$ cat config.mk
export PLATFORM = sky130hd
export DESIGN_NAME = ipv4_cidr_parse_and_match_flat
export DESIGN_NICKNAME = d
export VERILOG_FILES = /design/src/rtl/cip_pkg.sv /design/src/rtl/cip_if.sv /design/src/rtl/cip_parser.sv /design/src/rtl/cip_result.sv /design/src/rtl/ipv4_cidr_parse_and_match.sv /design/src/flat_wrapper.sv
export SDC_FILE = /design/constraint.sdc
export NUM_CORES = 1
export LEC_CHECK = 0
export BUFFER_PORTS_ARGS = -buffer_cell sky130_fd_sc_hd__buf_2
export CORE_MARGIN = 8
export CORE_UTILIZATION = 44
export CTS_CLUSTER_SIZE = 20
export DETAILED_ROUTE_END_ITERATION = 7
export REMOVE_ABC_BUFFERS = 1
export SYNTH_ARGS = -nofsm -noshare
export SYNTH_HDL_FRONTEND = slang
export SYNTH_SLANG_ARGS = --single-unit
export TNS_END_PERCENT = 30
$ cat constraint.sdc
create_clock -name clk -period 14.2 [get_ports clk]
set_input_delay 0.71 -clock clk [delete_from_list [all_inputs] [get_ports clk]]
set_output_delay 0.71 -clock clk [all_outputs]
set_load 0.02 [all_outputs]
$ cat src/rtl/cip_pkg.sv
// shared types and constants for the ipv4 cidr parse and match block
// no dependencies; used by the parser, result, top level and checker files
package cip_pkg;

  // character codes
  localparam logic [7:0] CH_NUL   = 8'h00;
  localparam logic [7:0] CH_DOT   = 8'h2E;
  localparam logic [7:0] CH_SLASH = 8'h2F;
  localparam logic [7:0] CH_ZERO  = 8'h30;
  localparam logic [7:0] CH_NINE  = 8'h39;

  // limits
  localparam logic [11:0] OCTET_MAX  = 12'd255;
  localparam logic [5:0]  PREFIX_MAX = 6'd32;
  localparam logic [5:0]  PREFIX_SAT = 6'd33;
  localparam logic [31:0] ALL_ONES   = 32'hFFFF_FFFF;

  // reset values of the range registers
  localparam logic [31:0] RANGE_BASE_RST  = 32'h0000_0000;
  localparam logic [31:0] RANGE_BCAST_RST = 32'hFFFF_FFFF;

  typedef enum logic [1:0] {
    PH_OCTSTART = 2'd0,
    PH_OCTDIG   = 2'd1,
    PH_PREFIX   = 2'd2,
    PH_IGNORE   = 2'd3
  } phase_t;

  typedef enum logic [2:0] {
    ST_OK      = 3'd0,
    ST_BADCHAR = 3'd1,
    ST_OCTET   = 3'd2,
    ST_MANY    = 3'd3,
    ST_PREFIX  = 3'd4
  } status_t;

  typedef enum logic [0:0] {
    CFG_RANGE_BASE  = 1'b0,
    CFG_RANGE_BCAST = 1'b1
  } cfg_idx_t;

  // parse outcome at the string terminator
  typedef struct packed {
    logic [31:0] addr;
    logic [5:0]  plen;
    status_t     status;
  } parse_fin_t;

  // one result item
  typedef struct packed {
    logic [31:0] network;
    logic [31:0] mask;
    logic [31:0] broadcast;
    logic [5:0]  prefix_len;
    status_t     status;
    logic        inside_res;
  } result_t;

endpackage

$ cat src/rtl/cip_if.sv
// valid/ready channel interfaces for the character input and the result output
// no dependencies
interface cip_in_if;
  logic       valid;
  logic       ready;
  logic [7:0] ch;

  modport source (output valid, output ch, input ready);
  modport sink   (input valid, input ch, output ready);
endinterface

interface cip_out_if;
  logic        valid;
  logic        ready;
  logic [31:0] network;
  logic [31:0] mask;
  logic [31:0] broadcast;
  logic [5:0]  prefix_len;
  logic [2:0]  status;
  logic        inside_res;

  modport source (output valid, output network, output mask, output broadcast,
                  output prefix_len, output status, output inside_res, input ready);
  modport sink   (input valid, input network, input mask, input broadcast,
                  input prefix_len, input status, input inside_res, output ready);
endinterface

$ cat src/rtl/cip_parser.sv
// character parser: octet and prefix accumulation, error tracking
// depends on cip_pkg
module cip_parser (
  input  logic                clk,
  input  logic                rst_n,
  input  logic                step,
  input  logic [7:0]          ch,
  output cip_pkg::parse_fin_t fin
);

  cip_pkg::phase_t  phase_r, phase_nxt;
  logic [8:0]       octet_acc_r, octet_acc_nxt;
  logic [1:0]       octet_index_r, octet_index_nxt;
  logic [31:0]      addr_acc_r, addr_acc_nxt;
  logic [5:0]       prefix_acc_r, prefix_acc_nxt;
  logic             slash_seen_r, slash_seen_nxt;
  cip_pkg::status_t err_r, err_nxt;

  logic        is_digit;
  logic [3:0]  dval;
  logic [11:0] oct_mac;
  logic [8:0]  pre_mac;
  logic [4:0]  shamt;
  logic [31:0] addr_stored;

  // digit decode and accumulate terms
  assign is_digit    = (ch >= cip_pkg::CH_ZERO) && (ch <= cip_pkg::CH_NINE);
  assign dval        = ch[3:0];
  assign oct_mac     = 12'(octet_acc_r) * 12'd10 + 12'(dval);
  assign pre_mac     = 9'(prefix_acc_r) * 9'd10 + 9'(dval);
  // octet i lands at bit 24 - 8*i
  assign shamt       = {~octet_index_r, 3'b000};
  assign addr_stored = addr_acc_r | ({24'b0, octet_acc_r[7:0]} << shamt);

  // outcome seen at the terminator
  always_comb begin
    fin.status = err_r;
    fin.addr   = addr_acc_r;
    fin.plen   = cip_pkg::PREFIX_MAX;
    if (err_r == cip_pkg::ST_OK) begin
      if (phase_r == cip_pkg::PH_OCTSTART) begin
        fin.status = cip_pkg::ST_BADCHAR;
      end else if (phase_r == cip_pkg::PH_OCTDIG) begin
        fin.addr = addr_stored;
      end
    end
    if ((fin.status == cip_pkg::ST_OK) && slash_seen_r) begin
      fin.plen = prefix_acc_r;
      if (prefix_acc_r > cip_pkg::PREFIX_MAX) begin
        fin.status = cip_pkg::ST_PREFIX;
      end
    end
  end

  // parse state update per character
  always_comb begin
    phase_nxt       = phase_r;
    octet_acc_nxt   = octet_acc_r;
    octet_index_nxt = octet_index_r;
    addr_acc_nxt    = addr_acc_r;
    prefix_acc_nxt  = prefix_acc_r;
    slash_seen_nxt  = slash_seen_r;
    err_nxt         = err_r;
    if (step) begin
      if (ch == cip_pkg::CH_NUL) begin
        phase_nxt       = cip_pkg::PH_OCTSTART;
        octet_acc_nxt   = '0;
        octet_index_nxt = '0;
        addr_acc_nxt    = '0;
        prefix_acc_nxt  = '0;
        slash_seen_nxt  = 1'b0;
        err_nxt         = cip_pkg::ST_OK;
      end else if (err_r == cip_pkg::ST_OK) begin
        case (phase_r)
          cip_pkg::PH_OCTSTART: begin
            if (is_digit) begin
              octet_acc_nxt = 9'(dval);
              phase_nxt     = cip_pkg::PH_OCTDIG;
            end else begin
              err_nxt = cip_pkg::ST_BADCHAR;
            end
          end
          cip_pkg::PH_OCTDIG: begin
            if (is_digit) begin
              octet_acc_nxt = oct_mac[8:0];
              if (oct_mac > cip_pkg::OCTET_MAX) begin
                err_nxt = cip_pkg::ST_OCTET;
              end
            end else if (ch == cip_pkg::CH_DOT) begin
              if (octet_index_r == 2'd3) begin
                err_nxt = cip_pkg::ST_MANY;
              end else begin
                addr_acc_nxt    = addr_stored;
                octet_index_nxt = octet_index_r + 2'd1;
                octet_acc_nxt   = '0;
                phase_nxt       = cip_pkg::PH_OCTSTART;
              end
            end else if (ch == cip_pkg::CH_SLASH) begin
              addr_acc_nxt   = addr_stored;
              slash_seen_nxt = 1'b1;
              prefix_acc_nxt = '0;
              phase_nxt      = cip_pkg::PH_PREFIX;
            end else begin
              err_nxt = cip_pkg::ST_BADCHAR;
            end
          end
          cip_pkg::PH_PREFIX: begin
            if (is_digit) begin
              // saturate at one past the limit
              if (prefix_acc_r <= cip_pkg::PREFIX_MAX) begin
                if (pre_mac > 9'(cip_pkg::PREFIX_MAX)) begin
                  prefix_acc_nxt = cip_pkg::PREFIX_SAT;
                end else begin
                  prefix_acc_nxt = pre_mac[5:0];
                end
              end
            end else begin
              phase_nxt = cip_pkg::PH_IGNORE;
            end
          end
          default: begin
          end
        endcase
      end
    end
  end

  // state registers
  always_ff @(posedge clk) begin
    if (!rst_n) begin
      phase_r       <= cip_pkg::PH_OCTSTART;
      octet_acc_r   <= '0;
      octet_index_r <= '0;
      addr_acc_r    <= '0;
      prefix_acc_r  <= '0;
      slash_seen_r  <= 1'b0;
      err_r         <= cip_pkg::ST_OK;
    end else begin
      phase_r       <= phase_nxt;
      octet_acc_r   <= octet_acc_nxt;
      octet_index_r <= octet_index_nxt;
      addr_acc_r    <= addr_acc_nxt;
      prefix_acc_r  <= prefix_acc_nxt;
      slash_seen_r  <= slash_seen_nxt;
      err_r         <= err_nxt;
    end
  end

endmodule

$ cat src/rtl/cip_result.sv
// result formation: mask, network, broadcast and range containment test
// depends on cip_pkg
module cip_result (
  input  cip_pkg::parse_fin_t fin,
  input  logic [31:0]         range_base,
  input  logic [31:0]         range_bcast,
  output cip_pkg::result_t    res
);

  logic [31:0] mask;
  logic [31:0] net;
  logic [31:0] bc;

  // prefix mask, network and broadcast
  assign mask = ~(cip_pkg::ALL_ONES >> fin.plen);
  assign net  = fin.addr & mask;
  assign bc   = net | ~mask;

  // error results carry zero fields
  always_comb begin
    res.status = fin.status;
    if (fin.status == cip_pkg::ST_OK) begin
      res.network    = net;
      res.mask       = mask;
      res.broadcast  = bc;
      res.prefix_len = fin.plen;
      res.inside_res = (net >= range_base) && (bc <= range_bcast);
    end else begin
      res.network    = '0;
      res.mask       = '0;
      res.broadcast  = '0;
      res.prefix_len = '0;
      res.inside_res = 1'b0;
    end
  end

endmodule

$ cat src/rtl/ipv4_cidr_parse_and_match.sv
// top level of the ipv4 cidr parse and match block
// depends on cip_pkg, cip_if, cip_parser and cip_result
//
// usage
//   in_if carries one character of a dotted-decimal ipv4 address per transfer,
//   optionally followed by '/' and a prefix length; a NUL character ends the
//   string. only the NUL produces a result transfer on out_if: network, mask,
//   broadcast, prefix length, status and whether the block lies inside the
//   range held in the range_base / range_broadcast registers.
//   cfg_we/cfg_index/cfg_wdata write those registers; index 0 is range_base,
//   index 1 is range_broadcast. write them only while the block is idle.
//   a character is registered at the input and parsed from that register; a
//   NUL's result is loaded into the result register at the end of the cycle
//   in which the NUL is parsed, and out valid rises with that load.
//   throughput: one character per cycle, set by the single input register and
//   the following result register, while no NUL waits for the slot.
//   a stalled out_if holds its result; characters keep flowing until a
//   second NUL reaches the input register, which then waits for the slot.
//   reset (rst_n low, synchronous) empties both registers, clears the parse
//   state and sets range_base to 0 and range_broadcast to all ones.
module ipv4_cidr_parse_and_match (
  input  logic             clk,
  input  logic             rst_n,
  cip_in_if.sink           in_if,
  cip_out_if.source        out_if,
  input  logic             cfg_we,
  input  logic [0:0]       cfg_index,
  input  logic [31:0]      cfg_wdata
);

  logic             ch_valid_r;
  logic [7:0]       ch_r;
  logic             step;
  logic             is_nul;
  logic             load_out;
  logic             out_valid_r, out_valid_nxt;
  cip_pkg::result_t out_r;
  cip_pkg::parse_fin_t fin;
  cip_pkg::result_t res;
  logic [31:0]      range_base_r;
  logic [31:0]      range_bcast_r;

  // handshake: a NUL moves on only when the result slot is free
  assign is_nul        = (ch_r == cip_pkg::CH_NUL);
  assign step          = ch_valid_r && (!is_nul || !out_valid_r || out_if.ready);
  assign load_out      = step && is_nul;
  assign in_if.ready   = !ch_valid_r || step;
  assign out_valid_nxt = load_out || (out_valid_r && !out_if.ready);

  // input register
  always_ff @(posedge clk) begin
    if (!rst_n) begin
      ch_valid_r <= 1'b0;
    end else if (in_if.ready) begin
      ch_valid_r <= in_if.valid;
    end
  end

  always_ff @(posedge clk) begin
    if (in_if.ready && in_if.valid) begin
      ch_r <= in_if.ch;
    end
  end

  // configuration registers
  always_ff @(posedge clk) begin
    if (!rst_n) begin
      range_base_r  <= cip_pkg::RANGE_BASE_RST;
      range_bcast_r <= cip_pkg::RANGE_BCAST_RST;
    end else if (cfg_we) begin
      case (cip_pkg::cfg_idx_t'(cfg_index))
        cip_pkg::CFG_RANGE_BASE:  range_base_r  <= cfg_wdata;
        cip_pkg::CFG_RANGE_BCAST: range_bcast_r <= cfg_wdata;
        default: begin
        end
      endcase
    end
  end

  cip_parser u_parser (
    .clk   (clk),
    .rst_n (rst_n),
    .step  (step),
    .ch    (ch_r),
    .fin   (fin)
  );

  cip_result u_result (
    .fin         (fin),
    .range_base  (range_base_r),
    .range_bcast (range_bcast_r),
    .res         (res)
  );

  // result register
  always_ff @(posedge clk) begin
    if (!rst_n) begin
      out_valid_r <= 1'b0;
    end else begin
      out_valid_r <= out_valid_nxt;
    end
  end

  always_ff @(posedge clk) begin
    if (load_out) begin
      out_r <= res;
    end
  end

  assign out_if.valid      = out_valid_r;
  assign out_if.network    = out_r.network;
  assign out_if.mask       = out_r.mask;
  assign out_if.broadcast  = out_r.broadcast;
  assign out_if.prefix_len = out_r.prefix_len;
  assign out_if.status     = out_r.status;
  assign out_if.inside_res = out_r.inside_res;

endmodule

$ cat src/flat_wrapper.sv
// flat-port wrapper written by rule: the top's interface ports become plain ports
module ipv4_cidr_parse_and_match_flat 
  (clk, rst_n, cfg_we, cfg_index, cfg_wdata, in_if_valid, in_if_ch, in_if_ready, out_if_valid, out_if_network, out_if_mask, out_if_broadcast, out_if_prefix_len, out_if_status, out_if_inside_res, out_if_ready);
  cip_in_if in_if_i ();
  cip_out_if out_if_i ();
  input  logic clk;
  input  logic rst_n;
  input  logic cfg_we;
  input  logic [0:0] cfg_index;
  input  logic [31:0] cfg_wdata;
  input wire logic [$bits(in_if_i.valid)-1:0] in_if_valid;
  input wire logic [$bits(in_if_i.ch)-1:0] in_if_ch;
  output wire logic [$bits(in_if_i.ready)-1:0] in_if_ready;
  output wire logic [$bits(out_if_i.valid)-1:0] out_if_valid;
  output wire logic [$bits(out_if_i.network)-1:0] out_if_network;
  output wire logic [$bits(out_if_i.mask)-1:0] out_if_mask;
  output wire logic [$bits(out_if_i.broadcast)-1:0] out_if_broadcast;
  output wire logic [$bits(out_if_i.prefix_len)-1:0] out_if_prefix_len;
  output wire logic [$bits(out_if_i.status)-1:0] out_if_status;
  output wire logic [$bits(out_if_i.inside_res)-1:0] out_if_inside_res;
  input wire logic [$bits(out_if_i.ready)-1:0] out_if_ready;
  assign in_if_i.valid = in_if_valid;
  assign in_if_i.ch = in_if_ch;
  assign in_if_ready = in_if_i.ready;
  assign out_if_valid = out_if_i.valid;
  assign out_if_network = out_if_i.network;
  assign out_if_mask = out_if_i.mask;
  assign out_if_broadcast = out_if_i.broadcast;
  assign out_if_prefix_len = out_if_i.prefix_len;
  assign out_if_status = out_if_i.status;
  assign out_if_inside_res = out_if_i.inside_res;
  assign out_if_i.ready = out_if_ready;
  ipv4_cidr_parse_and_match u_core (.clk(clk), .rst_n(rst_n), .in_if(in_if_i), .out_if(out_if_i), .cfg_we(cfg_we), .cfg_index(cfg_index), .cfg_wdata(cfg_wdata));
endmodule
# After elaboration in Yosys (flattened, before gate mapping)
# Index checks and enable logic that the tools add are counted.
# word_totals
inputBits	46
wordCells	161
ff_bits	235
# op_classes
shift	2
addsub	3
magnitude_cmp	8
n_mux	60
n_reduce_logical	37
mul	2
n_eq_ne	24
n_bitwise	7
# op_table
cell	n
$mux W32	10
$not A32 Y32	2
$or A32 B32 Y32	2
$mux W9	7
$mux W6	8
$mux W3	11
$and A32 B32 Y32	1
$ge A32 B32 Y1	1
$le A32 B32 Y1	1
$shl A8 B5 Y32	1
$shr A32 B6 Y32 const A	1
$mux W2	14
$ne A3 B2 Y1 const B	8
$reduce_and A6 Y1	4
$pmux W9 S2	1
$eq A8 B6 Y1 const B	2
$reduce_and A8 Y1	2
$add A12 B4 Y12	1
$gt A12 B8 Y1 const B	1
$pmux W6 S2	1
$mul A9 B3 Y11 const B	1
$add A9 B4 Y9	1
$gt A9 B6 Y1 const B	1
$logic_not A3 Y1	3
other kinds (30)	58

# Longest topological paths before layout
# depth
ltp_word	12
mapped_depth	18

# Modules after synthesis
# Synthesis repeated with hierarchy kept, for this count alone.
# hier_totals
cells_unflattened	1322
area_unflattened_um2	12423.2
# modules_own_cells
module	area_each_um2	seq_area_each_um2	cells_per_inst	n_inst
ipv4_cidr_parse_and_match	5841.9	4744.6	410	1
cip_parser	3619.7	1081.0	445	1
cip_result	2961.6	0.0	467	1

# Worst setup path after synthesis
# No wires, ideal clock.
# synth_timing
path_kind	register -> register
from	reg u_core.ch_r[0]
to	reg u_core.u_parser.addr_acc_r[30]
arrival_ns	4.937
setup_time_ns	0.066
slack_ns	9.197
period_less_slack_ns	5.003
required_ns	14.134
stages_incl_launch_ff	9
cell_sequence	edfxtp_1 -> or4_4 -> nor3_2 -> nand2_1 -> nor2_2 -> a21oi_4 -> nor3_4 -> a21oi_1 -> nor2_1
# synth_via
elab_chain_len	6
# synth_lines
item	line	source
start: declaration	ipv4_cidr_parse_and_match.sv:32	logic [7:0] ch_r;
start signal: assignment	ipv4_cidr_parse_and_match.sv:61	ch_r <= in_if.ch;
branches (longest 6 deep; another with $ge A8 B6 Y1)	n/a	
end signal: assignment	cip_parser.sv:142	addr_acc_r <= addr_acc_nxt;
end: declaration	cip_parser.sv:14	logic [31:0] addr_acc_r, addr_acc_nxt;
# Parallel ways; which one is timed is not known. The select of a mux whose other input is x is not followed.
# A chain may end at the register's enable or synchronous reset.

# Worst setup path in the final report
# layout_timing
from	reg u_core.u_parser.phase_r[0]
to	reg u_core.out_r (netlist bit u_core.out_if.inside_res), data pin
# layout_via
elab_chain_len	12
# layout_lines
item	line	source
start: declaration	cip_parser.sv:11	cip_pkg::phase_t phase_r, phase_nxt;
start signal: assignment	cip_parser.sv:131	phase_r <= cip_pkg::PH_OCTSTART;
start signal: assignment	cip_parser.sv:139	phase_r <= phase_nxt;
$logic_not A2 Y1	cip_parser.sv:41	if (phase_r == cip_pkg::PH_OCTSTART) begin
$mux W3	cip_parser.sv:41	
$mux W3	cip_parser.sv:40	if (err_r == cip_pkg::ST_OK) begin
$logic_not A3 Y1	cip_parser.sv:47	if ((fin.status == cip_pkg::ST_OK) && slash_seen_r) begin
$logic_and A1 B1 Y1	cip_parser.sv:47	
$mux W9	cip_parser.sv:47	
$shr A32 B6 Y32	cip_result.sv:15	assign mask = ~(cip_pkg::ALL_ONES >> fin.plen);
$not A32 Y32	cip_result.sv:15	
$and A32 B32 Y32 or $not A32 Y32 (tied branches)	cip_result.sv:16, cip_result.sv:17	
$or A32 B32 Y32 *	cip_result.sv:17	assign bc = net | ~mask;
net u_core.u_result.bc[17]	cip_result.sv:12	logic [31:0] bc;
$le A32 B32 Y1 *	cip_result.sv:27	res.inside_res = (net >= range_base) && (bc <= range_bcast);
$logic_and A1 B1 Y1 *	cip_result.sv:27	
end signal: assignment	ipv4_cidr_parse_and_match.sv:106	out_r <= res;
end: declaration	ipv4_cidr_parse_and_match.sv:37	cip_pkg::result_t out_r;
# Mark *: on every way through the listed nets, which the timed path passes. The rest lies on a longest branch.

==> results.tsv <==
stage	metric	value	unit
critical_path	timing_worst_setup_path_type	flip-flop to flip-flop	
logic_synthesis	synth_common_cells	155 x nand2_1, 143 x a21oi_1, 121 x nor2_1, 120 x dfxtp_1, 113 x edfxtp_1	
floorplan	rows	61	
cts	clockBufferDepth	3	
drt	drt_pass1_iterations	5	
logic_synthesis	synth_top_cell_by_area	edfxtp_1	
cts	cts.sinks	233	
pwr	p_leak	6.07	nW
place	post-dp-hpwl	24900	um
sta	final.setup_skew	0.0114	ns
logic_synthesis	ys_seq_area_share	47.7	%
critical_path	rrSetupSlack	9.40	ns
cts	holdBufCountCts	0	
critical_path	path_buf_inv	2	
logic_synthesis	yosys-top-cells-area	edfxtp_1 28%, dfxtp_1 20%, ha_1 10%	
final_layout	drive_above_1_share	16.1	%
floorplan	dieArea	0.0332	mm2
critical_path	slowest_stage	a2111oi_0	
logic_synthesis	synth_area	0.0122	mm2
place	dp_slack	9.38	ns
sta	setup-violations-final	0	
outcome	status	finished clean	
logic_synthesis	async_reset_ff_share	0	%
sta	tightestPinTransition	0.968	ns
cts	cts_resized	0	
critical_path	r2r_cells	18	
flow_run	maxCapViolCount	0	
critical_path	cp-startpoint	u_core.u_parser.phase_r[0]	
pwr	vdd_drop_max	0.0764	mV
pwr	p_per_area	103	mW/mm2
pwr	seq_power_share	49.8	%
critical_path	r2r_end	u_core.out_if.inside_res	
sta	finalHoldViolations	0	
critical_path	worstPathRequired	14.57	ns
grt	grt_pass1_vias	9579	
floorplan	ioPinCount	154	
pwr	power_switching	315	uW
pwr	p_sw_share	21.8	%
drt	vias_per_cell	5.51	
cts	cts_root_buffer	clkbuf_16	
sta	finalMaxSlewViolations	0	
critical_path	worst-path-max-fanout	20	
critical_path	crit_path_cell_trace	inv_1 -> ha_1 -> nor3_2 -> nor3b_2 -> buf_4 -> nand2b_1 -> a31oi_1 -> a21oi_1 -> nand2_1 -> ha_1 -> a21o_1 -> a21o_1 -> a21o_1 -> a2111oi_0 -> o31ai_1 -> a221oi_1 -> o31ai_1 -> a22oi_1	
sta	fmax	208	MHz
cts	cts_tree	done	
critical_path	cp-start-kind	flip-flop	
floorplan	core-area	0.0275	mm2
floorplan	die_y	182	um
sta	fin_ws	9.40	ns
logic_synthesis	avgSynthCellArea	9.42	um2
sta	finalCriticalPeriod	4.80	ns
critical_path	regToRegStartpoint	u_core.u_parser.phase_r[0]	
critical_path	path_depth	18	
logic_synthesis	ys.flop_type	dfxtp_1	
pwr	pwr-share-comb	4.7	%
drt	ant_nets	0	
pwr	p_int	1.13	mW
sta	fin_crit_sh	33.8	%
final_layout	n_antenna_cell	0	
logic_synthesis	netlist.area_leader.share	27.9	%
floorplan	die_x	182	um
grt	grt_pass1_wl	54100	um
final_layout	postLayoutCoreUtil	51.1	%
critical_path	critPathArrivalTime	5.17	ns
cts	post_cts_buffers	0	
grt	grt_max_degree	87	
critical_path	cp-end-kind	flip-flop	
grt	grtUsageTotal	20.4	%
cts	cts_max_level	1	
hold_path	min_path_type	input pin to flip-flop	
drt	drc_errors	0	
logic_synthesis	ys_ff_latch	233	
logic_synthesis	yosysMostFrequentCell	nand2_1	
place	gp_congestion	0.882	
sta	rsz0062_at_grt	false	
pwr	p_total	1.45	mW
floorplan	initial_core_util	44.3	%
critical_path	worstSetupEndpoint	u_core.out_if.inside_res	
pwr	clock_power_share	45.5	%
drt	via_count	9829	
grt	grt.overflow.total	0	
cts	clk_pin_slew	0.06	ns
final_layout	finish.net_count	1567	
drt	post_drt_wl_per_cell	19.4	um
logic_synthesis	synth-edff-count	113	
logic_synthesis	syn_inst	1291	
final_layout	area_growth	15.5	%
critical_path	cpPeakStageDelay	0.58	ns
logic_synthesis	synth.distinct_cells	70	
grt	antenna_found_initial	0	
sta	whs	0.366	ns
logic_synthesis	yosysWarningCount	0	
cts	cts_buffers	25	
critical_path	crit_family	compound AO/OA/AOI/OAI gates	
critical_path	crit_top_cell	a21o_1	
sta	slew_headroom	35.5	%
drt	drt_iter0_drc	737	
cts	insertion_delay	0.53	ns
place	numPortBuffers	153	
final_layout	fillers	2632	
sta	setup_tns	0	ns
drt	drt-total-wl	34600	um
worst min path at each step:
stage,from,endpoint,slack [ns],depth (start not counted)
CTS,in_if_ch[3],u_core.ch_r[3],0.35,1
floorplan,u_core.u_parser.addr_acc_r[0],u_core.u_parser.addr_acc_r[0],0.44,2
global placement,u_core.u_parser.addr_acc_r[1],u_core.u_parser.addr_acc_r[1],0.45,2
global route,in_if_ch[3],u_core.ch_r[3],0.35,1
finish,in_if_ch[3],u_core.ch_r[3],0.37,1
detailed placement,u_core.u_parser.addr_acc_r[28],u_core.u_parser.addr_acc_r[28],0.46,2
cell type report:
type | count | area (um2) | share of cell area (%)
tap | 346 | 433 | 3.08
timing repair buffer | 165 | 856 | 6.09
clock buffer | 29 | 641 | 4.56
clock inverter | 16 | 178 | 1.26
inverter | 80 | 300 | 2.14
multi-input combinational | 915 | 5850 | 41.6
sequential | 233 | 5800 | 41.2
routing by layer:
metal | vias to the layer above | part of all wire, % | global-route usage (%)
met4 | 0 | 2.4 | 5.94
li1 | 4811 | - | -
met5 | - | 0 | 0
met3 | 62 | 6.3 | 3.44
met2 | 311 | 45 | 32.9
met1 | 4645 | 46 | 27.7
logic make-up after synthesis:
logic type                 count (synthesis)  synth area share [%]
and+or+nand+nor                          466                  18.4
xor gates and xnor gates                  18                  1.30
buffers and inverters                    143                  4.52
AOI/OAI and AO/OA                        325                  17.1
DFF                                      233                  47.7
adders and majority gates                101                  10.6
muxes                                      5                 0.422
flip-flops by register name, indices dropped and copies added, names as in the netlist:
signal                         cells
u_core.ch_r                        8
u_core.ch_valid_r                  1
u_core.out_if.broadcast           32
u_core.out_if.inside_res           1
u_core.out_if.mask                32
u_core.out_if.network             32
u_core.out_if.prefix_len           5
u_core.out_if.status               3
u_core.out_if.valid                1
u_core.range_base_r               32
u_core.range_bcast_r              32
u_core.u_parser.addr_acc_r        32
u_core.u_parser.err_r              2
u_core.u_parser.octet_acc_r        9
u_core.u_parser.octet_index_r      2
u_core.u_parser.phase_r            2
u_core.u_parser.prefix_acc_r       6
u_core.u_parser.slash_seen_r       1
metrics by stage:
step / std cells / area (um2)
6_report: 1784 / 14100
5_1_grt: 1784 / 14100
4_1_cts: 1784 / 14100
3_5_place_dp: 1739 / 13200
3_3_place_gp: 1739 / 13200
2_1_floorplan: 1228 / 11900
cells in the final DEF (no fill, tap or decap), types with 3 or more instances in the layout:
cell,n
o21ai_0,22
or3_1,8
nor2b_1,21
xor2_1,5
fa_1,4
edfxtp_1,113
o21a_1,6
bufinv_16,4
a31oi_1,9
xnor2_1,13
and2_1,27
o211ai_1,35
nand2_1,155
ha_1,97
a21oi_1,143
buf_2,153
a21o_1,32
nor2_4,4
a21boi_0,35
clkbuf_16,25
nor2_1,121
buf_4,12
clkinv_2,3
mux2i_1,4
clkbuf_1,4
nand2b_1,22
dfxtp_1,120
a22o_1,4
nor3b_1,6
clkinv_1,7
nand3_1,21
or2_2,7
a211oi_1,3
o31ai_1,5
nand4_1,16
o211a_1,4
nor3_1,34
inv_1,79
power by group through the flow:
| stage | combinational (mW) | sequential [mW] | clock, mW |
|---|---|---|---|
| after global routing | 0.0760 | 0.721 | 0.701 |
| after global placement | 0.0663 | 0.734 | 0 |
| after detailed placement | 0.0670 | 0.735 | 0 |
| after CTS | 0.0678 | 0.720 | 0.671 |
| final | 0.0679 | 0.720 | 0.657 |
| after floorplan | 0.0394 | 0.732 | 0 |
Note: power is estimated with default switching activity, not from simulation.
